===== config.mk =====
export PLATFORM = sky130hd
export DESIGN_NAME = packstream_token_encoder_unit
export DESIGN_NICKNAME = d
export VERILOG_FILES = /design/src/sv/pste_pkg.sv /design/src/sv/pste_queue.sv /design/src/sv/pste_front.sv /design/src/sv/pste_back.sv /design/src/sv/packstream_token_encoder_unit.sv
export SDC_FILE = /design/constraint.sdc
export NUM_CORES = 1
export LEC_CHECK = 0
export ABC_CLOCK_PERIOD_IN_PS = 6600
export BUFFER_PORTS_ARGS = -buffer_cell sky130_fd_sc_hd__buf_2
export CORE_MARGIN = 5
export CORE_UTILIZATION = 56
export DETAILED_ROUTE_END_ITERATION = 8
export PLACE_DENSITY = 0.77
export SLEW_MARGIN = 20
export SYNTH_ARGS = -nofsm -noshare
export SYNTH_HDL_FRONTEND = slang
export SYNTH_SLANG_ARGS = --single-unit

===== constraint.sdc =====
create_clock -name clock -period 6.6 [get_ports clock]
set_input_delay 0.33 -clock clock [delete_from_list [all_inputs] [get_ports clock]]
set_output_delay 0.33 -clock clock [all_outputs]
set_load 0.02 [all_outputs]

===== src/sv/pste_pkg.sv =====
`timescale 1ns / 1ps

package pste_pkg;

   localparam int unsigned QUEUE_DEPTH = 4;
   localparam int unsigned QPTR_W = (QUEUE_DEPTH > 1) ? $clog2(QUEUE_DEPTH) : 1;
   localparam int unsigned QCNT_W = $clog2(QUEUE_DEPTH + 1);

   localparam int unsigned GROUP_BYTES = 9;
   localparam int unsigned GROUP_W = 8 * GROUP_BYTES;
   localparam int unsigned LEN_W = 4;

   localparam logic [63:0] MAX_STRING_BYTES = 64'd16777216;
   localparam logic [63:0] MAX_ELEMENTS = 64'd1048576;
   localparam logic [63:0] MAX_STRUCT_FIELDS = 64'd15;
   localparam logic [31:0] RESET_CAPACITY = 32'd65536;

   localparam logic [7:0] MK_NULL = 8'hC0;
   localparam logic [7:0] MK_FLOAT = 8'hC1;
   localparam logic [7:0] MK_FALSE = 8'hC2;
   localparam logic [7:0] MK_TRUE = 8'hC3;
   localparam logic [7:0] MK_INT8 = 8'hC8;
   localparam logic [7:0] MK_INT16 = 8'hC9;
   localparam logic [7:0] MK_INT32 = 8'hCA;
   localparam logic [7:0] MK_INT64 = 8'hCB;
   localparam logic [7:0] MK_STRING_TINY = 8'h80;
   localparam logic [7:0] MK_LIST_TINY = 8'h90;
   localparam logic [7:0] MK_DICT_TINY = 8'hA0;
   localparam logic [7:0] MK_STRUCT_TINY = 8'hB0;
   localparam logic [7:0] MK_BYTES_8 = 8'hCC;
   localparam logic [7:0] MK_STRING_8 = 8'hD0;
   localparam logic [7:0] MK_LIST_8 = 8'hD4;
   localparam logic [7:0] MK_DICT_8 = 8'hD8;
   localparam logic [7:0] MK_NO_TINY = 8'h00;

   typedef enum logic [3:0] {
      MODE_NULL    = 4'd0,
      MODE_BOOL    = 4'd1,
      MODE_INT     = 4'd2,
      MODE_FLOAT   = 4'd3,
      MODE_STRING  = 4'd4,
      MODE_BYTES   = 4'd5,
      MODE_LIST    = 4'd6,
      MODE_DICT    = 4'd7,
      MODE_STRUCT  = 4'd8,
      MODE_PAYLOAD = 4'd9
   } mode_type;

   typedef enum logic [1:0] {
      ST_OK        = 2'd0,
      ST_TOO_LARGE = 2'd1,
      ST_OVERFLOW  = 2'd2
   } status_type;

   // one queued job: a left-aligned byte group or a single status result
   typedef struct packed {
      logic [GROUP_W-1:0] bytes;
      logic [LEN_W-1:0]   len;
      logic               byte_valid;
      status_type         status;
   } job_type;

   typedef struct packed {
      logic    push;
      job_type job;
   } push_type;

   typedef struct packed {
      logic full;
      logic not_empty;
   } qstat_type;

endpackage


===== src/sv/pste_queue.sv =====
`timescale 1ns / 1ps

module pste_queue (
   input  logic                clock,
   input  logic                reset,
   input  pste_pkg::push_type  wr,
   input  logic                pop,
   output pste_pkg::qstat_type stat,
   output pste_pkg::job_type   head
);

   pste_pkg::job_type slot_ff [pste_pkg::QUEUE_DEPTH];

   logic [pste_pkg::QPTR_W-1:0] wr_ptr_ff, wr_ptr_in;
   logic [pste_pkg::QPTR_W-1:0] rd_ptr_ff, rd_ptr_in;
   logic [pste_pkg::QCNT_W-1:0] count_ff, count_in;
   logic                        do_push, do_pop;

   always_comb begin
      do_pop = pop && (count_ff != '0);
      do_push = wr.push && (count_ff != pste_pkg::QCNT_W'(pste_pkg::QUEUE_DEPTH));
      wr_ptr_in = wr_ptr_ff;
      rd_ptr_in = rd_ptr_ff;
      if (do_push) begin
         wr_ptr_in = (wr_ptr_ff == pste_pkg::QPTR_W'(pste_pkg::QUEUE_DEPTH - 1)) ? '0
                                                                    : wr_ptr_ff + 1'b1;
      end
      if (do_pop) begin
         rd_ptr_in = (rd_ptr_ff == pste_pkg::QPTR_W'(pste_pkg::QUEUE_DEPTH - 1)) ? '0
                                                                    : rd_ptr_ff + 1'b1;
      end
      count_in = count_ff + pste_pkg::QCNT_W'(do_push) - pste_pkg::QCNT_W'(do_pop);
   end

   assign stat.full = (count_ff == pste_pkg::QCNT_W'(pste_pkg::QUEUE_DEPTH));
   assign stat.not_empty = (count_ff != '0);
   assign head = slot_ff[rd_ptr_ff];

   always_ff @(posedge clock) begin
      if (reset) begin
         wr_ptr_ff <= '0;
         rd_ptr_ff <= '0;
         count_ff <= '0;
      end else begin
         wr_ptr_ff <= wr_ptr_in;
         rd_ptr_ff <= rd_ptr_in;
         count_ff <= count_in;
      end
   end

   always_ff @(posedge clock) begin
      if (do_push) begin
         slot_ff[wr_ptr_ff] <= wr.job;
      end
   end

endmodule


===== src/sv/pste_front.sv =====
`timescale 1ns / 1ps

module pste_front (
   input  logic                clock,
   input  logic                reset,
   input  logic                req_valid,
   output logic                req_stall,
   input  logic [3:0]          req_mode,
   input  logic [63:0]         req_value,
   input  logic [7:0]          req_signature,
   input  logic                csr_wr_en,
   input  logic [31:0]         csr_wr_data,
   input  pste_pkg::qstat_type qstat,
   output pste_pkg::push_type  wr
);

   typedef struct packed {
      logic [pste_pkg::GROUP_W-1:0] bytes;
      logic [pste_pkg::LEN_W-1:0]   len;
   } group_type;

   function automatic group_type size_header(input logic [31:0] n, input logic tiny_en,
                                             input logic [7:0] tiny, input logic [7:0] m8);
      group_type g;
      if (tiny_en && (n[31:4] == '0)) begin
         g.bytes = {tiny | {4'h0, n[3:0]}, 64'h0};
         g.len = 4'd1;
      end else if (n[31:8] == '0) begin
         g.bytes = {m8, n[7:0], 56'h0};
         g.len = 4'd2;
      end else if (n[31:16] == '0) begin
         g.bytes = {m8 + 8'd1, n[15:0], 48'h0};
         g.len = 4'd3;
      end else begin
         g.bytes = {m8 + 8'd2, n, 32'h0};
         g.len = 4'd5;
      end
      return g;
   endfunction

   logic [31:0] room_ff, room_in;
   logic [31:0] written_ff, written_in;
   logic [31:0] pay_left_ff, pay_left_in;
   logic        pay_started_ff, pay_started_in;
   logic        pay_rejected_ff, pay_rejected_in;

   pste_pkg::mode_type mode;
   group_type          grp;
   logic               accept;
   logic               int_tiny, int_8, int_16, int_32;
   logic               over_limit, grp_fits, pay_over;
   logic [31:0]        sat_len;
   logic               emit, ovf, tl;

   assign req_stall = qstat.full;

   always_comb begin
      accept = req_valid && !req_stall;
      mode = pste_pkg::mode_type'(req_mode);

      // sign-extension checks pick the shortest int form
      int_tiny = (~|req_value[63:7]) || (&req_value[63:4]);
      int_8 = (~|req_value[63:7]) || (&req_value[63:7]);
      int_16 = (~|req_value[63:15]) || (&req_value[63:15]);
      int_32 = (~|req_value[63:31]) || (&req_value[63:31]);
      sat_len = (|req_value[63:32]) ? '1 : req_value[31:0];

      grp = '0;
      over_limit = 1'b0;
      case (mode)
         pste_pkg::MODE_NULL: begin
            grp.bytes = {pste_pkg::MK_NULL, 64'h0};
            grp.len = 4'd1;
         end
         pste_pkg::MODE_BOOL: begin
            grp.bytes = {req_value[0] ? pste_pkg::MK_TRUE : pste_pkg::MK_FALSE, 64'h0};
            grp.len = 4'd1;
         end
         pste_pkg::MODE_INT: begin
            if (int_tiny) begin
               grp.bytes = {req_value[7:0], 64'h0};
               grp.len = 4'd1;
            end else if (int_8) begin
               grp.bytes = {pste_pkg::MK_INT8, req_value[7:0], 56'h0};
               grp.len = 4'd2;
            end else if (int_16) begin
               grp.bytes = {pste_pkg::MK_INT16, req_value[15:0], 48'h0};
               grp.len = 4'd3;
            end else if (int_32) begin
               grp.bytes = {pste_pkg::MK_INT32, req_value[31:0], 32'h0};
               grp.len = 4'd5;
            end else begin
               grp.bytes = {pste_pkg::MK_INT64, req_value};
               grp.len = 4'd9;
            end
         end
         pste_pkg::MODE_FLOAT: begin
            grp.bytes = {pste_pkg::MK_FLOAT, req_value};
            grp.len = 4'd9;
         end
         pste_pkg::MODE_STRING: begin
            grp = size_header(req_value[31:0], 1'b1, pste_pkg::MK_STRING_TINY,
                              pste_pkg::MK_STRING_8);
            over_limit = req_value > pste_pkg::MAX_STRING_BYTES;
         end
         pste_pkg::MODE_BYTES: begin
            grp = size_header(req_value[31:0], 1'b0, pste_pkg::MK_NO_TINY,
                              pste_pkg::MK_BYTES_8);
            over_limit = req_value > pste_pkg::MAX_STRING_BYTES;
         end
         pste_pkg::MODE_LIST: begin
            grp = size_header(req_value[31:0], 1'b1, pste_pkg::MK_LIST_TINY,
                              pste_pkg::MK_LIST_8);
            over_limit = req_value > pste_pkg::MAX_ELEMENTS;
         end
         pste_pkg::MODE_DICT: begin
            grp = size_header(req_value[31:0], 1'b1, pste_pkg::MK_DICT_TINY,
                              pste_pkg::MK_DICT_8);
            over_limit = req_value > pste_pkg::MAX_ELEMENTS;
         end
         pste_pkg::MODE_STRUCT: begin
            grp.bytes = {pste_pkg::MK_STRUCT_TINY | {4'h0, req_value[3:0]}, req_signature,
                         56'h0};
            grp.len = 4'd2;
            over_limit = req_value > pste_pkg::MAX_STRUCT_FIELDS;
         end
         pste_pkg::MODE_PAYLOAD: begin
            grp.bytes = {req_value[7:0], 64'h0};
            grp.len = 4'd1;
         end
         default: begin
         end
      endcase

      grp_fits = {28'h0, grp.len} <= room_ff;
      pay_over = pay_left_ff > room_ff;

      room_in = room_ff;
      written_in = written_ff;
      pay_left_in = pay_left_ff;
      pay_started_in = pay_started_ff;
      pay_rejected_in = pay_rejected_ff;
      emit = 1'b0;
      ovf = 1'b0;
      tl = 1'b0;

      if (accept) begin
         case (mode)
            pste_pkg::MODE_PAYLOAD: begin
               if (pay_left_ff == '0) begin
                  // stray byte, no payload pending
                  if (grp_fits) emit = 1'b1;
                  else ovf = 1'b1;
               end else begin
                  if (!pay_started_ff) begin
                     // whole declared payload checked on its first byte
                     pay_started_in = 1'b1;
                     if (pay_over) begin
                        ovf = 1'b1;
                        pay_rejected_in = 1'b1;
                     end else begin
                        emit = 1'b1;
                     end
                  end else if (!pay_rejected_ff) begin
                     if (grp_fits) begin
                        emit = 1'b1;
                     end else begin
                        ovf = 1'b1;
                        pay_rejected_in = 1'b1;
                     end
                  end
                  pay_left_in = pay_left_ff - 32'd1;
                  if (pay_left_ff == 32'd1) begin
                     pay_started_in = 1'b0;
                     pay_rejected_in = 1'b0;
                  end
               end
            end
            pste_pkg::MODE_NULL, pste_pkg::MODE_BOOL, pste_pkg::MODE_INT,
            pste_pkg::MODE_FLOAT, pste_pkg::MODE_STRING, pste_pkg::MODE_BYTES,
            pste_pkg::MODE_LIST, pste_pkg::MODE_DICT, pste_pkg::MODE_STRUCT: begin
               pay_left_in = '0;
               pay_started_in = 1'b0;
               pay_rejected_in = 1'b0;
               if (over_limit) tl = 1'b1;
               else if (grp_fits) emit = 1'b1;
               else ovf = 1'b1;
               if (mode == pste_pkg::MODE_STRING || mode == pste_pkg::MODE_BYTES) begin
                  if (emit) begin
                     pay_left_in = req_value[31:0];
                  end else begin
                     // failed header: its payload is dropped as it arrives
                     pay_left_in = sat_len;
                     pay_started_in = (sat_len != '0);
                     pay_rejected_in = (sat_len != '0);
                  end
               end
            end
            default: begin
            end
         endcase
      end

      wr = '0;
      if (emit) begin
         room_in = room_ff - {28'h0, grp.len};
         written_in = written_ff + {28'h0, grp.len};
         wr.push = 1'b1;
         wr.job.bytes = grp.bytes;
         wr.job.len = grp.len;
         wr.job.byte_valid = 1'b1;
         wr.job.status = pste_pkg::ST_OK;
      end else if (ovf || tl) begin
         wr.push = 1'b1;
         wr.job.len = 4'd1;
         wr.job.byte_valid = 1'b0;
         wr.job.status = tl ? pste_pkg::ST_TOO_LARGE : pste_pkg::ST_OVERFLOW;
      end

      if (csr_wr_en) begin
         room_in = (csr_wr_data > written_ff) ? csr_wr_data - written_ff : '0;
      end
   end

   always_ff @(posedge clock) begin
      if (reset) begin
         room_ff <= pste_pkg::RESET_CAPACITY;
         written_ff <= '0;
         pay_left_ff <= '0;
         pay_started_ff <= 1'b0;
         pay_rejected_ff <= 1'b0;
      end else begin
         room_ff <= room_in;
         written_ff <= written_in;
         pay_left_ff <= pay_left_in;
         pay_started_ff <= pay_started_in;
         pay_rejected_ff <= pay_rejected_in;
      end
   end

endmodule


===== src/sv/pste_back.sv =====
`timescale 1ns / 1ps

module pste_back (
   input  logic                clock,
   input  logic                reset,
   input  pste_pkg::qstat_type qstat,
   input  pste_pkg::job_type   head,
   output logic                pop,
   output logic                rsp_valid,
   input  logic                rsp_stall,
   output logic [7:0]          rsp_out_byte,
   output logic                rsp_byte_valid,
   output logic [1:0]          rsp_status,
   output logic                rsp_last
);

   logic                         active_ff, active_in;
   logic [pste_pkg::GROUP_W-1:0] data_ff, data_in;
   logic [pste_pkg::LEN_W-1:0]   left_ff, left_in;
   logic                         bvalid_ff, bvalid_in;
   pste_pkg::status_type         status_ff, status_in;
   logic                         fire, done;

   always_comb begin
      fire = active_ff && !rsp_stall;
      done = !active_ff || (fire && (left_ff == pste_pkg::LEN_W'(1)));
      pop = done && qstat.not_empty;

      active_in = active_ff;
      data_in = data_ff;
      left_in = left_ff;
      bvalid_in = bvalid_ff;
      status_in = status_ff;
      if (pop) begin
         active_in = 1'b1;
         data_in = head.bytes;
         left_in = head.len;
         bvalid_in = head.byte_valid;
         status_in = head.status;
      end else if (done) begin
         active_in = 1'b0;
      end else if (fire) begin
         data_in = {data_ff[pste_pkg::GROUP_W-9:0], 8'h00};
         left_in = left_ff - 1'b1;
      end
   end

   assign rsp_valid = active_ff;
   assign rsp_out_byte = data_ff[pste_pkg::GROUP_W-1 -: 8];
   assign rsp_byte_valid = bvalid_ff;
   assign rsp_status = status_ff;
   assign rsp_last = (left_ff == pste_pkg::LEN_W'(1));

   always_ff @(posedge clock) begin
      if (reset) begin
         active_ff <= 1'b0;
      end else begin
         active_ff <= active_in;
      end
   end

   always_ff @(posedge clock) begin
      data_ff <= data_in;
      left_ff <= left_in;
      bvalid_ff <= bvalid_in;
      status_ff <= status_in;
   end

endmodule


===== src/sv/packstream_token_encoder_unit.sv =====
`timescale 1ns / 1ps

// Token encoder: one token per req transaction, its wire bytes one per rsp transaction.
// req channel: req_mode selects the token kind, req_value carries the int, float bits,
// length, field count or payload byte, req_signature the struct signature.
// rsp channel: rsp_out_byte with rsp_byte_valid high, or a status-only result
// (rsp_byte_valid low, rsp_status size limit exceeded or overflow); rsp_last marks the
// final result of a token. Tokens that give no result (dropped payload bytes, unknown
// modes) produce no rsp transaction at all.
// csr_wr_en/csr_wr_data set the output byte capacity; write only while idle.
// With the serialiser free, an accepted token is written into the queue and then loaded
// into the serialiser registers, which show its first result.
// Throughput: one result per cycle from the byte serialiser while rsp_stall is low; the
// front classifies one token per cycle into a four-entry queue while it is not full
// and takes new tokens while earlier ones are still being sent.
// Reset (synchronous, active high): capacity 65536, byte count and payload
// tracking cleared, queue emptied, no result shown.
// When rsp_stall is high the shown result holds; once the queue fills, req_stall rises.
module packstream_token_encoder_unit (
   input  logic        clock,
   input  logic        reset,
   input  logic        req_valid,
   output logic        req_stall,
   input  logic [3:0]  req_mode,
   input  logic [63:0] req_value,
   input  logic [7:0]  req_signature,
   output logic        rsp_valid,
   input  logic        rsp_stall,
   output logic [7:0]  rsp_out_byte,
   output logic        rsp_byte_valid,
   output logic [1:0]  rsp_status,
   output logic        rsp_last,
   input  logic        csr_wr_en,
   input  logic [31:0] csr_wr_data
);

   pste_pkg::push_type  wr;
   pste_pkg::qstat_type qstat;
   pste_pkg::job_type   head;
   logic                pop;

   pste_front u_front (
      .clock         (clock),
      .reset         (reset),
      .req_valid     (req_valid),
      .req_stall     (req_stall),
      .req_mode      (req_mode),
      .req_value     (req_value),
      .req_signature (req_signature),
      .csr_wr_en     (csr_wr_en),
      .csr_wr_data   (csr_wr_data),
      .qstat         (qstat),
      .wr            (wr)
   );

   pste_queue u_queue (
      .clock (clock),
      .reset (reset),
      .wr    (wr),
      .pop   (pop),
      .stat  (qstat),
      .head  (head)
   );

   pste_back u_back (
      .clock          (clock),
      .reset          (reset),
      .qstat          (qstat),
      .head           (head),
      .pop            (pop),
      .rsp_valid      (rsp_valid),
      .rsp_stall      (rsp_stall),
      .rsp_out_byte   (rsp_out_byte),
      .rsp_byte_valid (rsp_byte_valid),
      .rsp_status     (rsp_status),
      .rsp_last       (rsp_last)
   );

endmodule


==> results of run 1 <==
layout by cell type (no fill, tap or decap), types with 15 or more instances in the layout:
cell       instances
a211oi_1          16
a21o_1            28
a21oi_1          123
a221oi_1          16
a222oi_1          15
a22oi_1           21
a31oi_1           34
and3_1            57
buf_2            125
buf_4             53
clkbuf_16         53
dfxtp_1          106
edfxtp_1         395
ha_1              83
inv_1            106
mux2i_1           24
mux4_2            79
nand2_1          331
nand3_1           35
nand4_1           43
nor2_1           142
nor2b_1           16
nor3_1            60
nor4_1            35
o21a_1            18
o21ai_0          134
o31ai_1           25
or3_1             23
or4_1             25
xnor2_1           22
kinds of logic (layout without fill, tap and decap cells):
family          Yosys count  in the layout
xor+xnor                 31             31
fa+ha+maj                88             88
flops                   503            503
other cells               0              2
simple gates            830            830
mux                     108            108
buf+inv                 254            396
compound gates          548            548
how the worst max path moves through the flow:
stage,startpoint,end,slack (ns),cells past startpoint
floorplan,req_value[16],u_queue.slot_ff[0][0],0.51,20
CTS,req_value[28],u_queue.slot_ff[0][38],0.72,23
detailed placement,req_value[28],u_queue.slot_ff[1][38],0.13,23
global route,req_value[28],u_queue.slot_ff[1][38],0.32,22
global placement,req_value[28],u_queue.slot_ff[2][38],0.21,23
finish,req_value[28],u_queue.slot_ff[0][38],0.73,23
power groups by stage:
stage	clock (mW)	sequential, mW	combinational, mW
CTS	2.94	4.31	2.85
finish	2.90	4.30	2.85
floorplan	0	4.26	2.02
global placement	0	4.35	2.77
detailed placement	0	4.37	2.83
global route	3.08	4.35	3.09
critical path: cells and delay by family:
kind / cells / cell delay [ns]
AO/OA/AOI/OAI: 6 / 1.30
adder cells (fa/ha/maj): 1 / 0.43
buffers and inverters: 7 / 1.12
AND/OR/NAND/NOR: 9 / 2.96
final cells by class:
cell class              count  area share [%]
clock buffers              58            4.58
well taps                 607            2.59
diodes                      2          0.0170
flip-flops and latches    503            47.8
inverters                 109            1.39
multi-input cells        1605            38.1
repair buffers            192            4.44
clock inverters            37            1.11
synth_stat cells (12+ instances only):
| library cell | n |
|---|---|
| nor2b_1 | 16 |
| and3_1 | 61 |
| or3_1 | 23 |
| buf_2 | 16 |
| a31oi_1 | 34 |
| a211oi_1 | 16 |
| a221oi_1 | 16 |
| nor2_1 | 142 |
| nor3_1 | 62 |
| a222oi_1 | 15 |
| nor4_1 | 35 |
| a21oi_1 | 124 |
| dfxtp_1 | 108 |
| o31ai_1 | 25 |
| nand2b_1 | 14 |
| a22oi_1 | 21 |
| ha_1 | 83 |
| inv_1 | 106 |
| o22ai_1 | 12 |
| nand2_1 | 332 |
| o21a_1 | 18 |
| nand4_1 | 43 |
| edfxtp_1 | 395 |
| or4_1 | 25 |
| nand3_1 | 35 |
| clkbuf_1 | 110 |
| a21o_1 | 29 |
| mux4_2 | 79 |
| xnor2_1 | 22 |
| mux2i_1 | 24 |
| o21ai_0 | 134 |
state kept, by name (all words and copies together), names as in the netlist, 3 cells and up, named ones only:
register and cells:
u_queue.slot_ff 316, u_back.data_ff 72, u_front.pay_left_ff 32, u_front.room_ff 32, u_front.written_ff 32, u_back.left_ff 4, u_queue.count_ff 3
per-layer routing:
layer | share of wire [%] | GRT usage, % | up-vias | routed length (um)
met5 | 0.021 | 0 | - | 17
met4 | 4.1 | 11.0 | 4 | 3330
met3 | 9.6 | 6.62 | 193 | 7920
met2 | 47 | 51.3 | 1233 | 39000
met1 | 39 | 42.5 | 10124 | 32000
li1 | - | - | 9214 | -
==> flow_summary.yaml, run 1 <==
clocking:
  cts_resized: 0
  cts-root-buf: "clkbuf_16"
  cts_buffers: 51
  cts_tree: "done"
  postCtsHoldBufs: 0
  clock_latency_ns: 0.61
  ctsHtreeMaxLevel: 2
  cts_sinks: 503
  cts_max_path_buffers: 3
  clk_pin_slew_ns: 0.06
  cts_setup_buffers: 0
worst_setup_path:
  worstPathMaxFanout: 14
  cpPeakStageDelay_ns: 0.76
  r2r_start: "u_front.room_ff[31]"
  r2r-end: "u_queue.slot_ff[0][38]"
  cp_common_cell: "buf_4"
  ff2ff_setup_slack_ns: 2.44
  end_kind: "register"
  critPathKind: "in -> reg"
  critPathSlowestCell: "nor3_1"
  arrival_ns: 6.15
  cp-start-kind: "input port"
  cp_cell_sequence: "buf_2, or4_4, nor4_2, nor4b_1, buf_4, nor4b_1, a41oi_1, nand2b_1, inv_1, a211oi_1, buf_4, inv_1, fa_1, nor2b_1, o21a_1, nor4_2, nand2_1, o21ai_0, o21bai_1, buf_4, a21o_4, buf_4, nor3_1"
  r2r_cells: 11
  worstPathRequired_ns: 6.87
sta:
  slew-limit-headroom_pct: 36.9
  setup_tns_ns: 0
  slew_violations: 0
  period_minus_slack_ns: 5.87
  hold_viol: 0
  fmax_mhz: 170
  fin_crit_sh_pct: 89.0
  fin_ws_ns: 0.729
  rsz0062_at_grt: "no"
  whs_ns: 0.154
  skew_ns: 0.0294
  setup_violations: 0
  tightest_slew_ns: 0.946
final_layout:
  final_cells: 3113
  final_nets: 2662
  multi_input_area_sq_um: 11200
  final_layout_size_suffix_gt1_share_pct: 15.6
  seqCellArea_sq_um: 14000
  post-route-cell-area_sq_um: 29400
  area_growth_pct: 12.2
  fin_util_pct: 63.3
  fillCellCount: 3564
global_routing:
  grt_max_degree: 93
  grt_usage_pct: 31.5
  overflow: 0
  grt_pass1_wl_um: 122000
  grt_antenna_before_repair: 5
  first_global_vias: 19820
floorplanning:
  die_area_sq_um: 51100
  die_x_um: 226
  die_h_um: 226
  initial_core_util_pct: 56.4
  pin_count: 127
  rows: 79
  core_sq_um: 46400
routing:
  dr.first_iter.drc_count: 2910
  drtPass1Iterations: 6
  via_per_inst: 6.67
  drc: 0
  antenna_left: 0
  via_count: 20768
  routed_wl_um: 82200
  wl_per_cell_um: 26.4
hold_path:
  hp-class: "in -> reg"
  whs_endpoint: "u_front.written_ff[27]"
  hp-start: "reset"
  min_path_cells: 2
power:
  worst_ir_drop_vdd_v: 0.000276
  power.switching_mw: 3.33
  clockPowerShare_pct: 28.8
  p_leak_nw: 10.5
  finalPower_mw: 10.1
  swShare_pct: 33.2
  combPwrFrac_pct: 28.4
  powerDensity_nw_per_um2: 342
  p_int_mw: 6.72
  sequentialPowerShare_pct: 42.8
yosys:
  yosysUniqueCellTypes: 86
  synth_nets: 2562
  synthAdderAreaFrac_pct: 4.31
  synth_top_family_by_area: "simple AND/OR/NAND/NOR gates"
  synth_mux_area_share_pct: 7.93
  netlist_area_sq_um: 26200
  synth_seq_cells: 503
  synth_xor_area_share_pct: 1.04
  yosysSeqAreaShare_pct: 53.6
  yosys_warnings: 0
  synth_simple_gate_area_share_pct: 15.3
  synth_compound_area_share_pct: 13.9
  synth.top_cell.area_share_pct: 45.3
  synthTopCellsByArea: "edfxtp_1 45%, dfxtp_1 8.3%, mux4_2 6.8%"
  synthArstFlopShare_pct: 0
  synth_top_cell_by_area: "edfxtp_1"
  synth_edf_count: 395
  postSynthAreaPerCell_sq_um: 11.1
  postSynthCellCount: 2362
  synthFlopType: "edfxtp_1"
place:
  dpl.hpwl_um: 57600
  post_dp_cell_area_sq_um: 27700
  place_ws_ns: 0.127
  routabilityCongestion: 0.971
  dp.cells: 3016
  io_buffers: 126
run:
  maxCapViolations: 0
run_status:
  status: "finished clean"
Note: power is estimated with default switching activity, not from simulation.
==> run 2: changes to the inputs <==
Settings changed: RECOVER_POWER from default to 50, SYNTH_HIERARCHICAL from default to 1.
==> run 2 against run 1 <==
Against the previous run:
- the flow now finishes with violations (capacitance limit, slew limit)
- sequential cell count is the same
- area after synthesis shrank 0.23%
- clock skew grew 0.027 ns
- worst hold slack lost 0.021 ns
- maximum frequency shrank 2.6%
- count of clock-buffer cells in the layout grew 4
- sequential power grew 3%
- setup slack lost 0.15 ns
- global-route usage shrank 1.9 points
- first-iteration DRC count shrank 26%
- combinational power shrank 5%
- synthesized cell count shrank 7.6%
==> flow_summary.yaml, run 2 <==
run_status:
  status: "finished with violations"
  violations: "capacitance limit, slew limit"
yosys:
  synth_common_cells: "395 x edfxtp_1, 159 x a21oi_1, 149 x nor2_1"
  postSynthAreaPerCell_sq_um: 12.0
  synth.top_cell.area_share_pct: 45.4
  synthTopCellsByArea: "edfxtp_1 45%, dfxtp_1 8.3%, mux4_2 6.8%"
  synthArstFlopShare_pct: 0
  postSynthCellCount: 2183
  synth_seq_cells: 503
  yosysSeqAreaShare_pct: 53.7
  netlist_area_sq_um: 26100
  synth_most_common_cell: "edfxtp_1"
  synth_top_cell_by_area: "edfxtp_1"
  yosys_warnings: 6
  synthFlopType: "edfxtp_1"
  yosysUniqueCellTypes: 98
  synth_nets: 2383
  synth_edf_count: 395
global_routing:
  grt_usage_pct: 29.7
  grt_pass1_wl_um: 116000
  first_global_vias: 19199
  grt_max_degree: 77
  overflow: 0
  grt_antenna_before_repair: 5
place:
  dpl.hpwl_um: 53600
  io_buffers: 126
  routabilityCongestion: 0.997
final_layout:
  regMostFlops: "u_queue/slot_ff"
  final_layout_size_suffix_gt1_share_pct: 16.6
  final_cell_mix: "395 x edfxtp_1, 158 x a21oi_1, 148 x nor2_1"
  fin_util_pct: 62.2
  largest_register_ffs: 316
  area_growth_pct: 10.5
  final_common_cell: "edfxtp_1"
  largestRegisters: "u_queue/slot_ff (316), u_back/data_ff (72)"
  final_nets: 2473
routing:
  routed_wl_um: 77200
  antenna_left: 0
  wl_met1_um: 28300
  drc: 0
  dr_wl_met2_um: 38900
  via_per_inst: 6.72
  dr.first_iter.drc_count: 2150
  wl_per_cell_um: 26.4
  wl_met3_um: 6640
  maxUsedRoutingLayer: "met5"
  via_count: 19648
  drtPass1Iterations: 7
clocking:
  clk_pin_slew_ns: 0.06
  cts_setup_buffers: 0
  postCtsHoldBufs: 0
  cts_buffers: 50
  cts_tree: "done"
  ctsHtreeMaxLevel: 2
  clock_latency_ns: 0.63
  cts-root-buf: "clkbuf_16"
  cts_sinks: 503
  cts_max_path_buffers: 3
  cts_resized: 0
run:
  maxCapViolations: 5
worst_setup_path:
  r2r-end: "u_back/data_ff[66]"
  endpoint: "u_queue/count_ff[2]"
  cp-start-kind: "input port"
  cp_common_cell: "inv_1"
  end_kind: "register"
  worstPathMaxFanout: 8
  arrival_ns: 6.54
  ff2ff_setup_slack_ns: 1.50
  cpPeakStageDelay_ns: 0.53
  cp-startpoint: "req_value[35]"
  path_delay_family: "simple AND/OR/NAND/NOR gates"
  r2r_cells: 4
  critical_path_depth: 30
  critPathKind: "in -> reg"
  critical_path_buf_inv_count: 8
  worstPathRequired_ns: 7.12
  critPathSlowestCell: "nor4_1"
sta:
  fin_crit_sh_pct: 91.3
  slew-limit-headroom_pct: -90.0
  fmax_mhz: 166
  setup_violations: 0
  skew_ns: 0.0560
  setup_tns_ns: 0
  rsz0062_at_grt: "no"
  slew_violations: 195
  hold_viol: 0
  period_minus_slack_ns: 6.03
  tightest_slew_ns: 2.85
power:
  powerDensity_nw_per_um2: 343
  worst_ir_drop_vdd_v: 0.000346
  p_leak_nw: 10.1
floorplanning:
  core_sq_um: 46400
  die_h_um: 226
  initial_core_util_pct: 56.3
  pin_count: 127
  rows: 79
  die_area_sq_um: 51000
  die_x_um: 226
hold_path:
  hp-class: "in -> reg"
run 2: how the worst min path moves through the flow:
stage,startpoint,endpoint,slack (ns),cells past startpoint
final,reset,u_front/written_ff[6],0.13,2
after detailed placement,u_front/written_ff[3],u_front/written_ff[3],0.48,2
after global placement,u_queue/rd_ptr_ff[0],register,0.46,2
after global routing,reset,u_front/written_ff[17],0.13,2
after floorplan,reset,u_back/rsp_valid,0.40,1
after CTS,reset,u_front/written_ff[6],0.11,2
run 2: through the flow:
stage / instances / power [mW] / instance area (sq um) / worst slack (ns) / hold WS (ns)
finish: 2923 / 9.90 / 28800 / 0.574 / 0.132
CTS: 2918 / 10.0 / 29000 / 0.736 / 0.107
floorplan: 2183 / 6.47 / 26100 / 0.460 / 0.402
global placement: 2825 / 7.12 / 27300 / 0.230 / 0.465
detailed placement: 2825 / 7.22 / 27300 / 0.101 / 0.478
global route: 2922 / 10.3 / 28800 / 0.314 / 0.134
run 2: area by class of cell:
type,instances,area [sq um]
fill,3536,17500
sequential,503,14000
multi-input combinational,1444,10900
clock buffer,62,1300
timing repair buffer,176,1110
tap,607,759
inverter,98,368
clock inverter,31,323
antenna,2,5.00
run 2: layer usage:
| metal | vias up | track usage [%] |
|---|---|---|
| met5 | - | 0 |
| met4 | 4 | 11.6 |
| met3 | 198 | 5.51 |
| met2 | 1136 | 50.8 |
| met1 | 9686 | 37.6 |
| li1 | 8624 | - |
run 2: kinds of logic after synthesis:
| logic type | share of synthesized area (%) |
|---|---|
| buffers and inverters | 4.07 |
| AO/OA/AOI/OAI | 12.7 |
| multiplexers | 10.9 |
| AND/OR/NAND/NOR | 12.3 |
| flip-flops | 53.7 |
| adder cells (fa/ha/maj) | 4.32 |
| XOR/XNOR | 1.98 |
run 2: worst reg2reg max path: stages (launching register included):
cell and delay [ns]:
dfxtp_4 0.51, clkbuf_2 1.12, clkbuf_1 2.11, mux4_2 0.77
mux2_1 0.35
run 2: power breakdown:
| group | switching (mW) | internal [mW] | total, mW |
|---|---|---|---|
| registers | 0.268 | 4.14 | 4.41 |
| logic | 1.56 | 1.15 | 2.71 |
| clock network | 1.22 | 1.57 | 2.78 |
| total | 3.04 | 6.85 | 9.90 |
